==> config.mk <==
export PLATFORM = sky130hd
export DESIGN_NAME = mlfq_fcfs_task_scheduler
export DESIGN_NICKNAME = d
export VERILOG_FILES = /design/src/rtl/mlfq_pkg.sv /design/src/rtl/mlfq_fcfs_task_scheduler.sv
export SDC_FILE = /design/constraint.sdc
export NUM_CORES = 2
export LEC_CHECK = 0
export ABC_AREA = 1
export BUFFER_PORTS_ARGS = -buffer_cell sky130_fd_sc_hd__buf_2
export CAP_MARGIN = 20
export CORE_MARGIN = 2
export CORE_UTILIZATION = 45
export CTS_CLUSTER_DIAMETER = 60
export CTS_CLUSTER_SIZE = 40
export DETAILED_ROUTE_END_ITERATION = 12
export REMOVE_ABC_BUFFERS = 1
export SLEW_MARGIN = 10
export SYNTH_ARGS = -nofsm -noshare
export SYNTH_HDL_FRONTEND = slang
export SYNTH_SLANG_ARGS = --single-unit
==> constraint.sdc <==
create_clock -name clk -period 6.8 [get_ports clk]
set_input_delay 1.36 -clock clk [delete_from_list [all_inputs] [get_ports clk]]
set_output_delay 1.36 -clock clk [all_outputs]
set_load 0.02 [all_outputs]
==> src/rtl/mlfq_pkg.sv <==
`timescale 1ns / 1ps

package mlfq_pkg;

	localparam int DEFAULT_TASK_SLOTS = 64;

	localparam int IN_TDATA_W  = 32;
	localparam int OUT_TDATA_W = 32;
	localparam int SLOT_W      = 6;
	localparam int ID_W        = 16;
	localparam int PRIO_IN_W   = 4;
	localparam int LEVEL_W     = 2;
	localparam int PRIO_W      = 2;
	localparam int TICKS_W     = 3;
	localparam int QUANT_W     = 3;
	localparam int CFG_INDEX_W = 2;

	typedef enum logic [2:0] {
		CMD_ADMIT    = 3'd0,
		CMD_WAKE     = 3'd1,
		CMD_BLOCK    = 3'd2,
		CMD_FREE     = 3'd3,
		CMD_SET_PRIO = 3'd4,
		CMD_TO_MLFQ  = 3'd5,
		CMD_TO_FCFS  = 3'd6,
		CMD_TICK     = 3'd7
	} cmd_t;

	typedef enum logic [2:0] {
		STS_OK        = 3'd0,
		STS_NOT_FOUND = 3'd1,
		STS_BAD_PRIO  = 3'd2,
		STS_SAME_MODE = 3'd3,
		STS_FULL      = 3'd4
	} status_t;

	typedef enum logic [1:0] {
		TS_FREE  = 2'd0,
		TS_RUN   = 2'd1,
		TS_BLOCK = 2'd2
	} task_state_t;

	localparam logic [CFG_INDEX_W-1:0] CFG_QUANT0 = 2'd0;
	localparam logic [CFG_INDEX_W-1:0] CFG_QUANT1 = 2'd1;
	localparam logic [CFG_INDEX_W-1:0] CFG_QUANT2 = 2'd2;

	localparam logic [QUANT_W-1:0] QUANT0_RESET = 3'd1;
	localparam logic [QUANT_W-1:0] QUANT1_RESET = 3'd3;
	localparam logic [QUANT_W-1:0] QUANT2_RESET = 3'd5;

	localparam logic [LEVEL_W-1:0] LEVEL_TOP  = 2'd0;
	localparam logic [LEVEL_W-1:0] LEVEL_LOW  = 2'd2;
	localparam logic [LEVEL_W-1:0] LEVEL_NONE = 2'd3;
	localparam logic [PRIO_W-1:0]  PRIO_MAX   = 2'd3;
	localparam logic [PRIO_IN_W-1:0] PRIO_LIMIT = 4'd3;
	localparam logic [ID_W-1:0]    ID_RESET   = 16'd1;

	typedef struct packed {
		task_state_t         state;
		logic [ID_W-1:0]     id;
		logic [LEVEL_W-1:0]  level;
		logic [PRIO_W-1:0]   prio;
		logic [TICKS_W-1:0]  ticks;
	} slot_word_t;

	typedef struct packed {
		status_t             status;
		logic                picked;
		logic [SLOT_W-1:0]   slot;
		logic [ID_W-1:0]     id;
		logic [LEVEL_W-1:0]  level;
		logic [PRIO_W-1:0]   prio;
	} result_t;

endpackage

==> src/rtl/mlfq_fcfs_task_scheduler.sv <==
`timescale 1ns / 1ps

// Wake/block/free read only the addressed slot (none if it is out of range); priority
// or mode rejects answer without a scan; admit and set priority scan until a hit or the
// last slot, a mode switch scans every slot, and a schedule tick scans every slot, then
// charges the pick in MLFQ mode. One command at a time; the next beat is taken in the
// cycle after the result is loaded. The table is scanned one read a cycle, on a read port apart from its write port.
// Reset: a clearing pass marks every slot free; no beat is taken until it ends.
module mlfq_fcfs_task_scheduler
	import mlfq_pkg::*;
#(
	parameter int TASK_SLOTS = DEFAULT_TASK_SLOTS
) (
	input  logic                   clk,
	input  logic                   arst_n,
	input  logic                   s_tvalid,
	output logic                   s_tready,
	// [2:0] command, [8:3] slot, [24:9] task_id, [28:25] priority_value
	input  logic [IN_TDATA_W-1:0]  s_tdata,
	output logic                   m_tvalid,
	input  logic                   m_tready,
	// [2:0] status, [3] picked, [9:4] chosen_slot, [25:10] chosen_id,
	// [27:26] queue_level, [29:28] task_priority
	output logic [OUT_TDATA_W-1:0] m_tdata,
	input  logic                   cfg_we,
	input  logic [CFG_INDEX_W-1:0] cfg_index,
	input  logic [QUANT_W-1:0]     cfg_data
);

	localparam int IDX_W = (TASK_SLOTS > 1) ? $clog2(TASK_SLOTS) : 1;
	localparam logic [IDX_W-1:0] LAST_IDX = IDX_W'(TASK_SLOTS - 1);

	typedef enum logic [2:0] {
		ST_CLEAR,
		ST_IDLE,
		ST_SCAN,
		ST_CHARGE,
		ST_DONE
	} fsm_t;

	fsm_t                 state_q;
	cmd_t                 cmd_q;
	logic [ID_W-1:0]      tid_q;
	logic [PRIO_W-1:0]    pv_q;
	logic                 mlfq_q;
	logic [ID_W-1:0]      next_id_q;
	logic [QUANT_W-1:0]   quant_q [3];
	logic [IDX_W-1:0]     clr_q;
	logic [IDX_W-1:0]     iss_q;
	logic [IDX_W-1:0]     last_q;
	logic                 iss_active_q;
	logic                 rd_valid_s1;
	logic [IDX_W-1:0]     rd_addr_s1;
	slot_word_t           rd_word_s1;
	logic                 best_found_q;
	logic [IDX_W-1:0]     best_idx_q;
	slot_word_t           best_word_q;
	result_t              res_q;
	logic                 m_tvalid_q;
	logic [OUT_TDATA_W-1:0] m_tdata_q;

	slot_word_t           mem [TASK_SLOTS];

	cmd_t                 in_cmd;
	logic [SLOT_W-1:0]    in_slot;
	logic [ID_W-1:0]      in_tid;
	logic [PRIO_IN_W-1:0] in_pv;
	logic                 in_range;
	logic                 in_mode_mlfq;

	logic                 admit_hit;
	logic                 prio_hit;
	logic                 cand;
	logic                 better;
	logic                 last_hit;
	slot_word_t           new_word;
	slot_word_t           chg_word;
	logic [TICKS_W:0]     used;
	logic [QUANT_W-1:0]   q_sel;
	logic                 mem_we;
	logic [IDX_W-1:0]     mem_waddr;
	slot_word_t           mem_wdata;

	assign in_cmd       = cmd_t'(s_tdata[2:0]);
	assign in_slot      = s_tdata[8:3];
	assign in_tid       = s_tdata[24:9];
	assign in_pv        = s_tdata[28:25];
	assign in_range     = int'(in_slot) < TASK_SLOTS;
	assign in_mode_mlfq = (in_cmd == CMD_TO_MLFQ);

	assign s_tready = (state_q == ST_IDLE);
	assign m_tvalid = m_tvalid_q;
	assign m_tdata  = m_tdata_q;

	// per-slot decisions on the word read in the previous cycle
	always_comb begin
		admit_hit = (rd_word_s1.state == TS_FREE);
		prio_hit  = (rd_word_s1.state != TS_FREE) && (rd_word_s1.id == tid_q);
		last_hit  = (rd_addr_s1 == last_q);
		cand      = (rd_word_s1.state == TS_RUN) &&
			(!mlfq_q || rd_word_s1.level != LEVEL_NONE);
		if (!best_found_q) begin
			better = cand;
		end else if (mlfq_q) begin
			better = cand && ((rd_word_s1.level < best_word_q.level) ||
				(rd_word_s1.level == LEVEL_LOW && best_word_q.level == LEVEL_LOW &&
				rd_word_s1.prio > best_word_q.prio));
		end else begin
			better = cand && (rd_word_s1.id < best_word_q.id);
		end

		new_word.state = TS_RUN;
		new_word.id    = next_id_q;
		new_word.level = mlfq_q ? LEVEL_TOP : LEVEL_NONE;
		new_word.prio  = mlfq_q ? PRIO_MAX : '0;
		new_word.ticks = '0;
	end

	// quantum accounting of the picked task
	always_comb begin
		chg_word = best_word_q;
		used     = {1'b0, best_word_q.ticks} + 4'd1;
		unique case (best_word_q.level)
			2'd0:    q_sel = quant_q[0];
			2'd1:    q_sel = quant_q[1];
			default: q_sel = quant_q[2];
		endcase
		if (used >= {1'b0, q_sel}) begin
			chg_word.ticks = '0;
			if (best_word_q.level < LEVEL_LOW) begin
				chg_word.level = best_word_q.level + 2'd1;
			end else if (best_word_q.prio != '0) begin
				chg_word.prio = best_word_q.prio - 2'd1;
			end
		end else begin
			chg_word.ticks = used[TICKS_W-1:0];
		end
	end

	// table write port
	always_comb begin
		mem_we    = 1'b0;
		mem_waddr = rd_addr_s1;
		mem_wdata = rd_word_s1;
		unique case (state_q)
			ST_CLEAR: begin
				mem_we    = 1'b1;
				mem_waddr = clr_q;
				mem_wdata = '0;
			end
			ST_SCAN: begin
				if (rd_valid_s1) begin
					unique case (cmd_q)
						CMD_ADMIT: begin
							mem_we    = admit_hit;
							mem_wdata = new_word;
						end
						CMD_WAKE: begin
							mem_we          = (rd_word_s1.state == TS_BLOCK);
							mem_wdata.state = TS_RUN;
						end
						CMD_BLOCK: begin
							mem_we          = (rd_word_s1.state == TS_RUN);
							mem_wdata.state = TS_BLOCK;
						end
						CMD_FREE: begin
							mem_we          = 1'b1;
							mem_wdata.state = TS_FREE;
						end
						CMD_SET_PRIO: begin
							mem_we         = prio_hit;
							mem_wdata.prio = pv_q;
						end
						CMD_TO_MLFQ, CMD_TO_FCFS: begin
							mem_we          = (rd_word_s1.state == TS_RUN);
							mem_wdata.level = (cmd_q == CMD_TO_MLFQ) ? LEVEL_TOP : LEVEL_NONE;
							mem_wdata.prio  = (cmd_q == CMD_TO_MLFQ) ? PRIO_MAX : '0;
							mem_wdata.ticks = '0;
						end
						default: ;
					endcase
				end
			end
			ST_CHARGE: begin
				mem_we    = best_found_q && mlfq_q;
				mem_waddr = best_idx_q;
				mem_wdata = chg_word;
			end
			default: ;
		endcase
	end

	always_ff @(posedge clk) begin
		if (mem_we) begin
			mem[mem_waddr] <= mem_wdata;
		end
		rd_word_s1 <= mem[iss_q];
	end

	always_ff @(posedge clk or negedge arst_n) begin
		if (!arst_n) begin
			state_q      <= ST_CLEAR;
			cmd_q        <= CMD_ADMIT;
			mlfq_q       <= 1'b0;
			next_id_q    <= ID_RESET;
			quant_q[0]   <= QUANT0_RESET;
			quant_q[1]   <= QUANT1_RESET;
			quant_q[2]   <= QUANT2_RESET;
			clr_q        <= '0;
			iss_q        <= '0;
			last_q       <= '0;
			iss_active_q <= 1'b0;
			rd_valid_s1  <= 1'b0;
			rd_addr_s1   <= '0;
			best_found_q <= 1'b0;
			m_tvalid_q   <= 1'b0;
		end else begin
			if (cfg_we) begin
				unique case (cfg_index)
					CFG_QUANT0: quant_q[0] <= cfg_data;
					CFG_QUANT1: quant_q[1] <= cfg_data;
					CFG_QUANT2: quant_q[2] <= cfg_data;
					default: ;
				endcase
			end

			// read issue runs from iss_q up to last_q
			rd_valid_s1 <= iss_active_q;
			rd_addr_s1  <= iss_q;
			if (iss_active_q) begin
				if (iss_q == last_q) begin
					iss_active_q <= 1'b0;
				end else begin
					iss_q <= iss_q + 1'b1;
				end
			end

			if (m_tvalid_q && m_tready) begin
				m_tvalid_q <= 1'b0;
			end

			unique case (state_q)
				ST_CLEAR: begin
					if (clr_q == LAST_IDX) begin
						state_q <= ST_IDLE;
					end else begin
						clr_q <= clr_q + 1'b1;
					end
				end

				ST_IDLE: begin
					if (s_tvalid) begin
						cmd_q        <= in_cmd;
						tid_q        <= in_tid;
						pv_q         <= in_pv[PRIO_W-1:0];
						best_found_q <= 1'b0;
						res_q        <= '0;
						iss_q        <= '0;
						last_q       <= LAST_IDX;
						unique case (in_cmd)
							CMD_WAKE, CMD_BLOCK, CMD_FREE: begin
								if (in_range) begin
									iss_q        <= IDX_W'(in_slot);
									last_q       <= IDX_W'(in_slot);
									iss_active_q <= 1'b1;
									state_q      <= ST_SCAN;
								end else begin
									state_q <= ST_DONE;
								end
							end
							CMD_SET_PRIO: begin
								if (in_pv > PRIO_LIMIT) begin
									res_q.status <= STS_BAD_PRIO;
									state_q      <= ST_DONE;
								end else begin
									iss_active_q <= 1'b1;
									state_q      <= ST_SCAN;
								end
							end
							CMD_TO_MLFQ, CMD_TO_FCFS: begin
								if (mlfq_q == in_mode_mlfq) begin
									res_q.status <= STS_SAME_MODE;
									state_q      <= ST_DONE;
								end else begin
									iss_active_q <= 1'b1;
									state_q      <= ST_SCAN;
								end
							end
							default: begin
								iss_active_q <= 1'b1;
								state_q      <= ST_SCAN;
							end
						endcase
					end
				end

				ST_SCAN: begin
					if (rd_valid_s1) begin
						unique case (cmd_q)
							CMD_ADMIT: begin
								if (admit_hit) begin
									res_q.picked <= 1'b1;
									res_q.slot   <= SLOT_W'(rd_addr_s1);
									res_q.id     <= next_id_q;
									res_q.level  <= new_word.level;
									res_q.prio   <= new_word.prio;
									next_id_q    <= next_id_q + 1'b1;
									iss_active_q <= 1'b0;
									state_q      <= ST_DONE;
								end else if (last_hit) begin
									res_q.status <= STS_FULL;
									state_q      <= ST_DONE;
								end
							end
							CMD_SET_PRIO: begin
								if (prio_hit) begin
									iss_active_q <= 1'b0;
									state_q      <= ST_DONE;
								end else if (last_hit) begin
									res_q.status <= STS_NOT_FOUND;
									state_q      <= ST_DONE;
								end
							end
							CMD_TO_MLFQ, CMD_TO_FCFS: begin
								if (last_hit) begin
									mlfq_q  <= (cmd_q == CMD_TO_MLFQ);
									state_q <= ST_DONE;
								end
							end
							CMD_TICK: begin
								if (better) begin
									best_found_q <= 1'b1;
									best_idx_q   <= rd_addr_s1;
									best_word_q  <= rd_word_s1;
								end
								if (last_hit) begin
									state_q <= ST_CHARGE;
								end
							end
							default: begin
								// single-slot wake, block, free
								state_q <= ST_DONE;
							end
						endcase
					end
				end

				ST_CHARGE: begin
					if (best_found_q) begin
						res_q.picked <= 1'b1;
						res_q.slot   <= SLOT_W'(best_idx_q);
						res_q.id     <= best_word_q.id;
						res_q.level  <= mlfq_q ? chg_word.level : LEVEL_NONE;
						res_q.prio   <= mlfq_q ? chg_word.prio : best_word_q.prio;
					end
					state_q <= ST_CHARGE == ST_CHARGE ? ST_DONE : ST_DONE;
				end

				ST_DONE: begin
					if (!m_tvalid_q || m_tready) begin
						m_tvalid_q <= 1'b1;
						m_tdata_q  <= {2'b00, res_q.prio, res_q.level, res_q.id, res_q.slot,
							res_q.picked, res_q.status};
						state_q    <= ST_IDLE;
					end
				end

				default: state_q <= ST_IDLE;
			endcase
		end
	end

	a_one_cmd_at_a_time: assert property (@(posedge clk) disable iff (!arst_n)
		s_tvalid && s_tready |=> !s_tready)
		else $error("second command taken while one is in progress");

	a_no_rw_collision: assert property (@(posedge clk) disable iff (!arst_n)
		mem_we && iss_active_q |-> mem_waddr != iss_q)
		else $error("table read and write hit the same slot");

	a_idle_result_zero: assert property (@(posedge clk) disable iff (!arst_n)
		m_tvalid && !m_tdata[3] |-> m_tdata[29:4] == '0)
		else $error("result without a chosen task carries task fields");

	a_pick_runnable: assert property (@(posedge clk) disable iff (!arst_n)
		state_q == ST_CHARGE && best_found_q |-> best_word_q.state == TS_RUN)
		else $error("tick picked a slot that is not runnable");

endmodule

==> out/qor.txt <==
status -> finished, final reports clean
top sig layer -> met4
top area cells in the synthesized netlist -> edfxtp_1, o21ai_0, nor2_1, nand2_1, o22ai_1
via count -> 44600
area grow syn2layout -> 11.5%
Pwr per Cell Area -> 283 nW/um^2
Fillers -> 13200
Max rail drop VDD -> 281 uV
Ys Warns -> 0
Max clock buf depth -> 3
Post-Layout Cell Count -> 7598
Worst Path Class, Setup -> reg2reg
# hold bufs at CTS -> 0
number of synthesized flops with an enable pin -> 1709
skew final -> 0.0329 ns
# Post-CTS Setup Buffers -> 0
CTS root buf -> clkbuf_16
fin worst setup slack -> 2.28 ns
CP arrival -> 4.93 ns
# rows -> 145
DR pass1 iterations -> 5
drt drc -> 0
Post-Route WL -> 188000 um
Iteration-0 DRC Markers -> 5113
Total Power -> 0.0224 W
Synth Area in Compound Gates -> 0.116
Final Core Density -> 0.506
starting density of the core -> 0.454
first-pass GRT wire length -> 276000 um
DIE AREA -> 161000 sq um
Final Hold Fails -> 0
clock sinks -> 1794
Worst Setup End Kind -> flip-flop
post-synthesis cell type count -> 49
met1 WL -> 81300 um
total of max-cap violations -> 0
mux cell area share after synthesis -> 0.000159
DIE WIDTH -> 401 um
area of the multi-input gates -> 16300 sq um
Die Ht -> 401 um
post-route ant nets -> 0
vias in the first global route -> 42200
met2 wire length -> 86100 um
worst slew pin tran -> 1.14 ns
Achievable Freq -> 221 MHz
NumNets Final -> 5504
Place WS -> 2.35 ns
Netlist Area Pre-Place -> 71000 sq um
share of the synthesized area in the top cell type -> 0.723
RSZ-0062 raised after global routing -> no
grt ovf -> 0
mean post-synth cell area -> 13.0 sq um
Worst EP required -> 7.20 ns
largest net degree at the start of global routing -> 210
Commonest cells post-synth -> edfxtp_1, nor2_1, o21ai_0
post-layout min period -> 4.52 ns
Adder-Cell Fraction of Synth Area -> 0.00511
Lkg Pwr -> 26.0 nW
layout cells sized above 1 -> 0.102
Final GP Congestion -> 0.908
GRT Resource Usage Total -> 0.230
metal3 WL -> 14000 um
dpl hpwl -> 98300 um
initial antenna violation count -> 5
Max-slew headroom -> 0.238
Mapped Cells -> 5451
Worst Hold Class -> reg2reg
flip-flop and latch area -> 53300 sq um
Synth Flop Type -> edfxtp_1
H-tree levels -> 4
CP Max Fanout -> 25
Post-Synth Simple-Gate Area -> 0.0966
setup tns final -> 0 ns
# IOs -> 76
post_cts resized -> 0
Clock transition at path regs -> 0.08 ns
# port buffers -> 70
CTS Buf Count -> 130
Worst Setup SP -> state_q[2]
RR Startpoint -> state_q[2]
#FFs+latches synth -> 1794
Yosys top cell by area -> edfxtp_1
Max Slew Vio Count -> 0
xor and xnor area share after synthesis -> 0.00308
Setup crit start kind -> flip-flop
post-synthesis sequential area ratio -> 0.751
top-count cell post-synth -> edfxtp_1
startpoint of the worst hold path -> res_q[8]
drt wl/cell -> 24.8 um
Final setup viols -> 0
worst skew pair latency -> 0.80 ns
largest family of logic cells by synthesized area -> compound AO/OA/AOI/OAI gates
Vias per Instance -> 5.87
ratio of final minimum period to clock period -> 0.665
TritonCTS clock tree -> done
CORE AREA -> 156000 sq um
share of synthesized registers carrying an async set or reset -> 0.0334
total placed cells including tap cells -> 7353
[power by group]
group          internal, W  switching (W)  total [W]
combinational     0.000301        0.00118    0.00149
sequential          0.0124      0.0000529     0.0125
clock              0.00437        0.00405    0.00842
[area by class of cell]
| type | instances | share of cell area |
|---|---|---|
| Antenna cell | 2 | 0.0000632 |
| Tap cell | 2058 | 0.0325 |
| Timing Repair Buffer | 201 | 0.0209 |
| Inverter | 171 | 0.00836 |
| Sequential cell | 1794 | 0.674 |
| Clock inverter | 90 | 0.0146 |
| Multi-Input combinational cell | 3135 | 0.206 |
| Clock buffer | 147 | 0.0440 |
[stage by stage]
| step | hold slack [ns] | cell area, sq um |
|---|---|---|
| finish | 0.415 | 79200 |
| global route | 0.424 | 79200 |
| CTS | 0.418 | 79000 |
| detailed placement | 0.405 | 74400 |
| floorplan | 0.400 | 69600 |
| global placement | 0.402 | 74300 |
[logic make-up (layout without fill, tap and decap cells)]
group / after synthesis / in the layout
xor gates and xnor gates: 25 / 25
other: 1 / 4
AOI/OAI and AO/OA: 1411 / 1411
muxes: 1 / 1
DFF: 1794 / 1794
and+or+nand+nor: 1667 / 1667
adders and majority gates: 29 / 29
buffers and inverters: 523 / 609
[layout by cell type (no fill, tap or decap), types with 54 or more instances in the layout]
cell type	instances
nand2_1	429
buf_4	110
o22ai_1	247
nand4_1	97
clkbuf_16	138
nor2_1	871
nor2_2	54
inv_1	157
o21ai_0	868
o221ai_1	156
buf_2	70
edfxtp_1	1709
nand3_1	162
[path summary, 6_finish.rpt]
check	end	slack, ns	depth (start not counted)
worst min-delay path	m_tdata[14]	0.41	0
worst max register to register	mem[39][2]	2.28	11
worst max-delay path	mem[39][2]	2.28	11
max in group asynchronous	iss_q[1]	5.17	2
min in group asynchronous	next_id_q[5]	0.65	1
worst min register to register	m_tdata[14]	0.41	0
[worst max-delay path: stages (launching register included)]
cell and delay, ns:
dfrtp_1 0.49, nor2_4 0.22, inv_2 0.08, nor2_2 0.60, inv_2 0.26, nand2_1 0.14, inv_2 0.09, a21oi_2 0.30
inv_1 0.10, nor2_1 0.28, nand2_1 0.52, nor2_4 1.03
[sequential cells by signal (all words and copies together) (netlist names), 9 cells and up]
name and flops:
tid_q 16, quant_q 9, next_id_q 16, rd_word_s1 25, mem 1600, res_q 30
best_word_q 25, m_tdata 30
[routing by layer]
layer,vias to the layer above,global-route usage
met5,-,0
met4,0,0.0889
met3,277,0.0396
met2,1669,0.357
met1,22400,0.325
li1,20200,-
(Power assumes the default switching activity.)
